--- config.mk ---
export PLATFORM = sky130hd
export DESIGN_NAME = modular_exponentiation_flat
export DESIGN_NICKNAME = d
export VERILOG_FILES = /design/src/rtl/core/mexp_pkg.sv /design/src/rtl/core/mexp_if.sv /design/src/rtl/core/modular_exponentiation.sv /design/src/rtl/core/mexp_datapath.sv /design/src/rtl/core/mexp_ctrl.sv /design/src/flat_wrapper.sv
export SDC_FILE = /design/constraint.sdc
export NUM_CORES = 2
export LEC_CHECK = 0
export ABC_AREA = 0
export BUFFER_PORTS_ARGS = -buffer_cell sky130_fd_sc_hd__buf_4
export CAP_MARGIN = 20
export CORE_ASPECT_RATIO = 1.2
export CORE_MARGIN = 1
export CORE_UTILIZATION = 60
export CTS_CLUSTER_DIAMETER = 200
export DETAILED_ROUTE_END_ITERATION = 7
export PLACE_DENSITY = 0.84
export SETUP_SLACK_MARGIN = 0.5
export SLEW_MARGIN = 40
export SYNTH_ARGS = -nofsm -noshare
export SYNTH_HDL_FRONTEND = slang
export SYNTH_SLANG_ARGS = --single-unit
export TNS_END_PERCENT = 5
--- constraint.sdc ---
create_clock -name clk -period 9.7 [get_ports clk]
set_input_delay 1.94 -clock clk [delete_from_list [all_inputs] [get_ports clk]]
set_output_delay 1.94 -clock clk [all_outputs]
set_load 0.005 [all_outputs]
--- src/rtl/core/mexp_pkg.sv ---
`timescale 1ns / 1ps
// mexp_pkg: widths, codes, controller states, command/status structs and
// the modular arithmetic step functions of the modular exponentiation block.
// No dependencies.
package mexp_pkg;

  localparam int OP_W       = 63;
  localparam int RES_W      = 32;
  localparam int EXP_IN_W   = 32;
  localparam int ACT_W      = 2;
  localparam int EXP_BITS_DEF = 32;
  localparam int CNT_W      = 6;
  localparam logic [RES_W-1:0] MOD_RESET = 32'd1000000007;
  localparam logic [CNT_W-1:0] RED_LAST  = CNT_W'(OP_W - 1);
  localparam logic [CNT_W-1:0] MUL_LAST  = CNT_W'(RES_W - 1);

  typedef enum logic [ACT_W-1:0] {
    ACT_POW = 2'd0,
    ACT_INV = 2'd1,
    ACT_DIV = 2'd2
  } act_t;

  typedef enum logic [3:0] {
    S_IDLE,
    S_RED,
    S_CHECK,
    S_RSTART,
    S_RMUL,
    S_RSTORE,
    S_FSTART,
    S_FMUL,
    S_FSTORE,
    S_DONE
  } state_t;

  typedef struct packed {
    logic load;
    logic red_step;
    logic x_load;
    logic clr_acc;
    logic mul_start;
    logic fin_start;
    logic mul_step;
    logic round_commit;
    logic fin_commit;
    logic out_load;
  } cmd_t;

  typedef struct packed {
    logic act_ok;
    logic is_div;
    logic m_zero;
    logic x_zero;
  } sts_t;

  // one bit of r*2+bit mod m, r < m
  function automatic logic [RES_W-1:0] red_bit(input logic [RES_W-1:0] r,
                                               input logic bit_in,
                                               input logic [RES_W-1:0] m);
    logic [RES_W:0] t;
    t = {r, bit_in};
    if (t >= {1'b0, m}) t = t - {1'b0, m};
    return t[RES_W-1:0];
  endfunction

  // interleaved modular multiply step: (2*acc + bit*p) mod m, acc,p < m
  function automatic logic [RES_W-1:0] mm_step(input logic [RES_W-1:0] acc,
                                               input logic [RES_W-1:0] p,
                                               input logic bit_in,
                                               input logic [RES_W-1:0] m);
    logic [RES_W+1:0] t;
    logic [RES_W+1:0] m1;
    logic [RES_W+1:0] m2;
    t  = {1'b0, acc, 1'b0} + (bit_in ? {2'b00, p} : '0);
    m1 = {2'b00, m};
    m2 = {1'b0, m, 1'b0};
    if (t >= m2)      t = t - m2;
    else if (t >= m1) t = t - m1;
    return t[RES_W-1:0];
  endfunction

endpackage

--- src/rtl/core/mexp_if.sv ---
`timescale 1ns / 1ps
// mexp_if: request and response channel interfaces (valid/ready + payload).
// Depends on mexp_pkg.
interface mexp_req_if import mexp_pkg::*; ();
  logic                valid;
  logic                ready;
  logic [ACT_W-1:0]    action;
  logic [OP_W-1:0]     operand_a;
  logic [OP_W-1:0]     operand_b;
  logic [EXP_IN_W-1:0] exponent;
  modport source (output valid, action, operand_a, operand_b, exponent, input ready);
  modport sink   (input valid, action, operand_a, operand_b, exponent, output ready);
endinterface

interface mexp_rsp_if import mexp_pkg::*; ();
  logic             valid;
  logic             ready;
  logic [RES_W-1:0] result;
  modport source (output valid, result, input ready);
  modport sink   (input valid, result, output ready);
endinterface

--- src/rtl/core/modular_exponentiation.sv ---
`timescale 1ns / 1ps
// modular_exponentiation: power, Fermat inverse and divide modulo a runtime modulus.
// Sequence: bit-serial operand reduction, a check state, one square-and-multiply round per
// exponent bit (plus a final multiply for divide), then done; zero base skips the rounds.
// One item at a time: a new request is taken only while the controller is idle.
// Reset (rst, synchronous): controller idle, no result pending, modulus = 1000000007.
module modular_exponentiation import mexp_pkg::*; #(
  parameter int EXP_BITS = EXP_BITS_DEF
) (
  input  logic             clk,
  input  logic             rst,
  mexp_req_if.sink         req,
  mexp_rsp_if.source       rsp,
  input  logic             cfg_we,
  input  logic [RES_W-1:0] cfg_wdata
);

  // controller <-> datapath
  cmd_t cmd;
  sts_t sts;

  mexp_ctrl #(.EXP_BITS(EXP_BITS)) u_ctrl (
    .clk       (clk),
    .rst       (rst),
    .in_valid  (req.valid),
    .in_ready  (req.ready),
    .out_valid (rsp.valid),
    .out_ready (rsp.ready),
    .sts       (sts),
    .cmd       (cmd)
  );

  // result register holds the item while the next one is worked on
  mexp_datapath #(.EXP_BITS(EXP_BITS)) u_dp (
    .clk       (clk),
    .rst       (rst),
    .cfg_we    (cfg_we),
    .cfg_wdata (cfg_wdata),
    .action    (req.action),
    .operand_a (req.operand_a),
    .operand_b (req.operand_b),
    .exponent  (req.exponent),
    .cmd       (cmd),
    .sts       (sts),
    .result    (rsp.result)
  );

endmodule

--- src/rtl/core/mexp_datapath.sv ---
`timescale 1ns / 1ps
// mexp_datapath: modulus register, operand reducers, two modular multiply
// units, accumulator and result register. Depends on mexp_pkg.
module mexp_datapath import mexp_pkg::*; #(
  parameter int EXP_BITS = EXP_BITS_DEF
) (
  input  logic                clk,
  input  logic                rst,
  input  logic                cfg_we,
  input  logic [RES_W-1:0]    cfg_wdata,
  input  logic [ACT_W-1:0]    action,
  input  logic [OP_W-1:0]     operand_a,
  input  logic [OP_W-1:0]     operand_b,
  input  logic [EXP_IN_W-1:0] exponent,
  input  cmd_t                cmd,
  output sts_t                sts,
  output logic [RES_W-1:0]    result
);

  logic [RES_W-1:0]    m;
  logic [ACT_W-1:0]    act;
  logic [OP_W-1:0]     a_sh, b_sh;
  logic [RES_W-1:0]    ra, rb, x, acc;
  logic [EXP_BITS-1:0] e;
  logic [RES_W-1:0]    macc_a, macc_b, pa, pb, qa, qb;
  logic [RES_W-1:0]    e_src, x_sel;
  logic [63:0]         e_ext;

  // inverse and divide both run the Fermat exponent m - 2
  assign e_src = (action == ACT_POW) ? exponent : (m - RES_W'(2));
  assign e_ext = {32'd0, e_src};
  assign x_sel = (act == ACT_DIV) ? rb : ra;

  assign sts.act_ok = (act == ACT_POW) || (act == ACT_INV) || (act == ACT_DIV);
  assign sts.is_div = (act == ACT_DIV);
  assign sts.m_zero = (m == '0);
  assign sts.x_zero = (x_sel == '0);

  always_ff @(posedge clk) begin
    if (rst) begin
      m <= MOD_RESET;
    end else if (cfg_we) begin
      m <= cfg_wdata;
    end
  end

  always_ff @(posedge clk) begin
    if (cmd.load) begin
      act  <= action;
      a_sh <= operand_a;
      b_sh <= operand_b;
      ra   <= '0;
      rb   <= '0;
      e    <= e_ext[EXP_BITS-1:0];
      acc  <= (m == RES_W'(1)) ? '0 : RES_W'(1);
    end
    if (cmd.red_step) begin
      ra   <= red_bit(ra, a_sh[OP_W-1], m);
      rb   <= red_bit(rb, b_sh[OP_W-1], m);
      a_sh <= {a_sh[OP_W-2:0], 1'b0};
      b_sh <= {b_sh[OP_W-2:0], 1'b0};
    end
    if (cmd.x_load) x <= x_sel;
    if (cmd.clr_acc) acc <= '0;
    if (cmd.mul_start) begin
      macc_a <= '0;
      macc_b <= '0;
      qa     <= acc;
      pa     <= x;
      qb     <= x;
      pb     <= x;
    end
    if (cmd.fin_start) begin
      macc_a <= '0;
      qa     <= acc;
      pa     <= ra;
    end
    if (cmd.mul_step) begin
      macc_a <= mm_step(macc_a, pa, qa[RES_W-1], m);
      macc_b <= mm_step(macc_b, pb, qb[RES_W-1], m);
      qa     <= {qa[RES_W-2:0], 1'b0};
      qb     <= {qb[RES_W-2:0], 1'b0};
    end
    if (cmd.round_commit) begin
      if (e[0]) acc <= macc_a;
      x <= macc_b;
      e <= e >> 1;
    end
    if (cmd.fin_commit) acc <= macc_a;
    if (cmd.out_load) result <= acc;
  end

endmodule

--- src/rtl/core/mexp_ctrl.sv ---
`timescale 1ns / 1ps
// mexp_ctrl: sequencer for reduction, square-and-multiply rounds and the
// final divide product; owns the output valid flag. Depends on mexp_pkg.
module mexp_ctrl import mexp_pkg::*; #(
  parameter int EXP_BITS = EXP_BITS_DEF
) (
  input  logic clk,
  input  logic rst,
  input  logic in_valid,
  output logic in_ready,
  output logic out_valid,
  input  logic out_ready,
  input  sts_t sts,
  output cmd_t cmd
);

  localparam int RW = $clog2(EXP_BITS + 1);

  state_t          state, state_next;
  logic [CNT_W-1:0] cnt;
  logic [RW-1:0]    rnd;
  logic             out_free;

  assign in_ready = (state == S_IDLE);
  assign out_free = !out_valid || out_ready;

  always_comb begin
    state_next = state;
    unique case (state)
      S_IDLE:   if (in_valid) state_next = S_RED;
      S_RED:    if (cnt == RED_LAST) state_next = S_CHECK;
      S_CHECK:  state_next = (sts.m_zero || !sts.act_ok || sts.x_zero) ? S_DONE : S_RSTART;
      S_RSTART: state_next = S_RMUL;
      S_RMUL:   if (cnt == MUL_LAST) state_next = S_RSTORE;
      S_RSTORE: begin
        if (rnd == RW'(1)) state_next = sts.is_div ? S_FSTART : S_DONE;
        else state_next = S_RSTART;
      end
      S_FSTART: state_next = S_FMUL;
      S_FMUL:   if (cnt == MUL_LAST) state_next = S_FSTORE;
      S_FSTORE: state_next = S_DONE;
      S_DONE:   if (out_free) state_next = S_IDLE;
      default:  state_next = S_IDLE;
    endcase
  end

  always_comb begin
    cmd = '0;
    unique case (state)
      S_IDLE:   cmd.load = in_valid;
      S_RED:    cmd.red_step = 1'b1;
      S_CHECK: begin
        cmd.x_load  = 1'b1;
        cmd.clr_acc = sts.m_zero || !sts.act_ok || sts.x_zero;
      end
      S_RSTART: cmd.mul_start = 1'b1;
      S_RMUL:   cmd.mul_step = 1'b1;
      S_RSTORE: cmd.round_commit = 1'b1;
      S_FSTART: cmd.fin_start = 1'b1;
      S_FMUL:   cmd.mul_step = 1'b1;
      S_FSTORE: cmd.fin_commit = 1'b1;
      S_DONE:   cmd.out_load = out_free;
      default:  cmd = '0;
    endcase
  end

  always_ff @(posedge clk) begin
    if (rst) begin
      state     <= S_IDLE;
      cnt       <= '0;
      rnd       <= '0;
      out_valid <= 1'b0;
    end else begin
      state <= state_next;
      if (state == S_RED || state == S_RMUL || state == S_FMUL) cnt <= cnt + CNT_W'(1);
      else cnt <= '0;
      if (state == S_IDLE) rnd <= RW'(EXP_BITS);
      else if (state == S_RSTORE) rnd <= rnd - RW'(1);
      if (cmd.out_load) out_valid <= 1'b1;
      else if (out_ready) out_valid <= 1'b0;
    end
  end

  a_one_step: assert property (@(posedge clk) disable iff (rst)
    !(cmd.red_step && cmd.mul_step))
    else $error("reduce and multiply steps overlap");
  a_red_cnt: assert property (@(posedge clk) disable iff (rst)
    (state == S_RED) |-> (cnt <= RED_LAST))
    else $error("reduction counter overrun");
  a_rnd_live: assert property (@(posedge clk) disable iff (rst)
    (state == S_RMUL) |-> (rnd != '0))
    else $error("round counter empty during multiply");
  a_out_src: assert property (@(posedge clk) disable iff (rst)
    $rose(out_valid) |-> $past(state == S_DONE))
    else $error("result raised outside done state");

endmodule
--- src/flat_wrapper.sv ---
// flat-port wrapper written by rule: the top's interface ports become plain ports
module modular_exponentiation_flat import mexp_pkg::*;
#(
  parameter int EXP_BITS = EXP_BITS_DEF
)
  (clk, rst, cfg_we, cfg_wdata, req_valid, req_action, req_operand_a, req_operand_b, req_exponent, req_ready, rsp_valid, rsp_result, rsp_ready);
  mexp_req_if req_i ();
  mexp_rsp_if rsp_i ();
  input  logic clk;
  input  logic rst;
  input  logic cfg_we;
  input  logic [RES_W-1:0] cfg_wdata;
  input wire logic [$bits(req_i.valid)-1:0] req_valid;
  input wire logic [$bits(req_i.action)-1:0] req_action;
  input wire logic [$bits(req_i.operand_a)-1:0] req_operand_a;
  input wire logic [$bits(req_i.operand_b)-1:0] req_operand_b;
  input wire logic [$bits(req_i.exponent)-1:0] req_exponent;
  output wire logic [$bits(req_i.ready)-1:0] req_ready;
  output wire logic [$bits(rsp_i.valid)-1:0] rsp_valid;
  output wire logic [$bits(rsp_i.result)-1:0] rsp_result;
  input wire logic [$bits(rsp_i.ready)-1:0] rsp_ready;
  assign req_i.valid = req_valid;
  assign req_i.action = req_action;
  assign req_i.operand_a = req_operand_a;
  assign req_i.operand_b = req_operand_b;
  assign req_i.exponent = req_exponent;
  assign req_ready = req_i.ready;
  assign rsp_valid = rsp_i.valid;
  assign rsp_result = rsp_i.result;
  assign rsp_i.ready = rsp_ready;
  modular_exponentiation #(.EXP_BITS(EXP_BITS)) u_core (.clk(clk), .rst(rst), .req(req_i), .rsp(rsp_i), .cfg_we(cfg_we), .cfg_wdata(cfg_wdata));
endmodule
==> flow_metrics.tcl <==
set metrics [dict create \
    status "finished, final reports clean" \
    layout.nets 4408 \
    floorplan.die.width_um 230 \
    synth_seq_area_share 0.426 \
    synthDominantCellAreaShare 0.380 \
    synth_enable_flop_cells 475 \
    finalMaxSlewViolations 0 \
    synth.net_count 4237 \
    post_cts_buffers 0 \
    clk_latency_ns 0.66 \
    worstHoldStart "u_core.u_dp.x[6]" \
    r2r-start "u_core.u_dp.qa[31]" \
    clk_pin_slew_ns 0.07 \
    maxSlewHeadroom 0.415 \
    crit_required_ns 10.08 \
    drtIter0Drc 2950 \
    wire_per_inst_um 23.1 \
    cts_buffers 56 \
    yosys_synthesis_warning_count 0 \
    met1_length_mm 42.9 \
    grt_start_max_net_pins 85 \
    dr.pass1.iters 8 \
    port_buffers 230 \
    timing.critical_path.from_type "register" \
    place_hpwl_mm 80.5 \
    areaGrowthSynthToFinish_pct 11.8 \
    synth.cell_area_um2 37600 \
    routed-via-count 31629 \
    cts_buffer_depth 3 \
    cts_tree "yes" \
    synth.area.top_cells "edfxtp_1 (38%), ha_1 (8.6%), dfxtp_1 (4.6%)" \
    met2_wirelength_mm 49.3 \
    post-route-drc-count 0 \
    total_global_routing_overflow 0 \
    rsz0062_at_grt "no" \
    numPlacedInstances 4701 \
    max_used_layer "met5" \
    worst_pin_slew_ns 0.877 \
    maxCapViolations 0 \
    min_path_cells 0 \
    top_count_cell_post_synth "edfxtp_1" \
    timing.setup.critical_path_class "reg -> reg" \
    via_count_of_the_first_global_routing_pass 29914 \
    netlist_instances 3773 \
    numClockSinks 561 \
    hold_viol 0 \
    die_area_um2 63600 \
    synth_area_per_inst_um2 9.95 \
    antenna_violations_before_repair 3 \
    grt_first_pass_wirelength_mm 170 \
    total_leakage_power_nw 16.6 \
    cts_root_buffer "clkbuf_16" \
    synth.ff_latch_count 561 \
    rows 100 \
    pwr_density_cell_nw_per_um2 261 \
    drive_above_1_share 0.124 \
    layout_min_cycle_time_ns 6.69 \
    worst-r2r-cell-count 22 \
    grt.total_usage 0.343 \
    hold_path_end "u_core.u_dp.pb[6]" \
    fmax_ghz 0.150 \
    max-vdd-ir-drop_mv 0.229 \
    timing.final.crit_share 0.689 \
    start_util 0.606 \
    core_area_um2 61900 \
    setup_violations 0 \
    cts_hold_repair.buffers 0 \
    reg2reg_capture_point "u_core.u_dp.macc_a[22]" \
    route.antenna.remaining_nets 0 \
    finalWeightedCongestion 1.05 \
    wl_met3_mm 11.0 \
    hold_path.class "reg -> reg" \
    totalWireLength_mm 111 \
    post_layout_cell_count 4811 \
    synth-main-ff-cell "edfxtp_1" \
    critPathArrivalTime_ns 7.07 \
    crit_path_end_kind "register" \
    cts.htree.levels 2 \
    cts_resized 0 \
    clock-skew-final_ns 0.0564 \
    top_cell_type_by_total_area_after_synthesis "edfxtp_1" \
    ys_top_cells_by_count "edfxtp_1 (475), nand2_1 (330), a21oi_1 (302)" \
    crit_path_max_fanout 41 \
    postSynth.asyncResetShare 0 \
    final_util 0.678 \
    r2r_setup_slack_ns 3.01 \
    yosysUniqueCellTypes 102 \
    route.detailed.vias_per_inst 6.57 \
    die_height_um 276 \
    fin_setup_tns_ns 0 \
    boundaryPins 231 \
    power_mw 11.0 \
]
[cells in the final DEF (no fill, tap or decap), drive strengths merged, types with 115 or more instances in the layout]
master  instances
a22o          187
a21oi         306
edfxtp        475
ha            259
a21o          115
buf           275
mux2i         135
o21ai         210
inv           127
nand2         330
xnor2         154
nor2          301
[layout make-up]
type	count	area (um2)
Fill cell	4647	19900
Clock buffer	63	1460
Tap cell	816	1020
Inverter	125	472
Multi-Input combinational cell	2925	20500
Timing Repair Buffer	275	2100
Clock inverter	43	465
Sequential cell	561	16000
Antenna cell	3	7.51
[worst max-delay path, cell delays in order, from the launching register on]
cell and delay, ns:
edfxtp_1 0.52, buf_6 0.21, buf_6 0.15, and2_1 0.16, ha_1 0.40, nand4_1 0.21, or2_1 0.27, a211o_1 0.27
a31oi_2 0.43, a21boi_0 0.26, o21ai_0 0.23, a21oi_1 0.11, xnor2_1 0.20, ha_1 0.27, or3_1 0.41, o211a_1 0.23
a211oi_2 0.25, a31oi_1 0.22, a2111oi_4 0.54, buf_4 0.51, inv_2 0.24, a211oi_1 0.22, a211oi_1 0.07
[how the worst max path moves through the flow]
stage | start | endpoint | slack [ns] | depth (start not counted)
after floorplan | req_valid | u_core.u_dp.a_sh[10] | 3.02 | 2
after CTS | u_core.u_dp.qa[31] | u_core.u_dp.macc_a[22] | 2.80 | 22
after global routing | u_core.u_dp.qa[31] | u_core.u_dp.macc_a[22] | 2.72 | 22
final | u_core.u_dp.qa[31] | u_core.u_dp.macc_a[22] | 3.01 | 22
after detailed placement | u_core.u_dp.qa[31] | u_core.u_dp.macc_a[22] | 2.83 | 23
after global placement | u_core.u_dp.qa[31] | u_core.u_dp.macc_a[22] | 2.54 | 22
[power breakdown]
part	leakage [nW]	total (mW)	internal [mW]	switching, mW
clock network	0.933	2.27	1.26	1.01
logic	10.5	4.90	1.98	2.92
registers	5.12	3.80	3.38	0.418
[per-stage QoR]
stage,setup slack [ns],hold slack [ns],area [um2]
finish,3.01,0.447,42000
global route,2.72,0.464,42000
CTS,2.80,0.448,42000
detailed placement,2.83,0.440,40100
global placement,2.54,0.440,40000
floorplan,3.02,0.426,37600
[registers in the layout, indices dropped and copies added, names as in the netlist, 6 cells and up]
name                cells
u_core.u_dp.a_sh       63
u_core.u_dp.b_sh       63
u_core.u_dp.acc        32
u_core.u_dp.e          32
u_core.u_dp.m          32
u_core.u_dp.macc_a     32
u_core.u_dp.macc_b     32
u_core.u_dp.pa         32
u_core.u_dp.pb         32
u_core.u_dp.qa         32
u_core.u_dp.qb         32
u_core.u_dp.ra         32
u_core.u_dp.rb         32
u_core.u_dp.result     32
u_core.u_dp.x          32
u_core.u_ctrl.cnt       6
u_core.u_ctrl.rnd       6
[logic make-up after synthesis]
| kind of cell | after synthesis | share of synthesized area |
|---|---|---|
| AO/OA/AOI/OAI | 1192 | 0.218 |
| XOR/XNOR | 221 | 0.0515 |
| adder cells (fa/ha/maj) | 267 | 0.0905 |
| buffers and inverters | 287 | 0.0317 |
| flip-flops | 561 | 0.426 |
| multiplexers | 167 | 0.0456 |
| AND/OR/NAND/NOR | 1078 | 0.137 |
[layer usage]
| layer | vias to the layer above | track usage |
|---|---|---|
| li1 | 14629 | - |
| met1 | 15094 | 0.438 |
| met2 | 1569 | 0.533 |
| met3 | 335 | 0.0739 |
| met4 | 2 | 0.208 |
| met5 | - | 0 |
No activity file was read; power rests on OpenSTA's default activity.
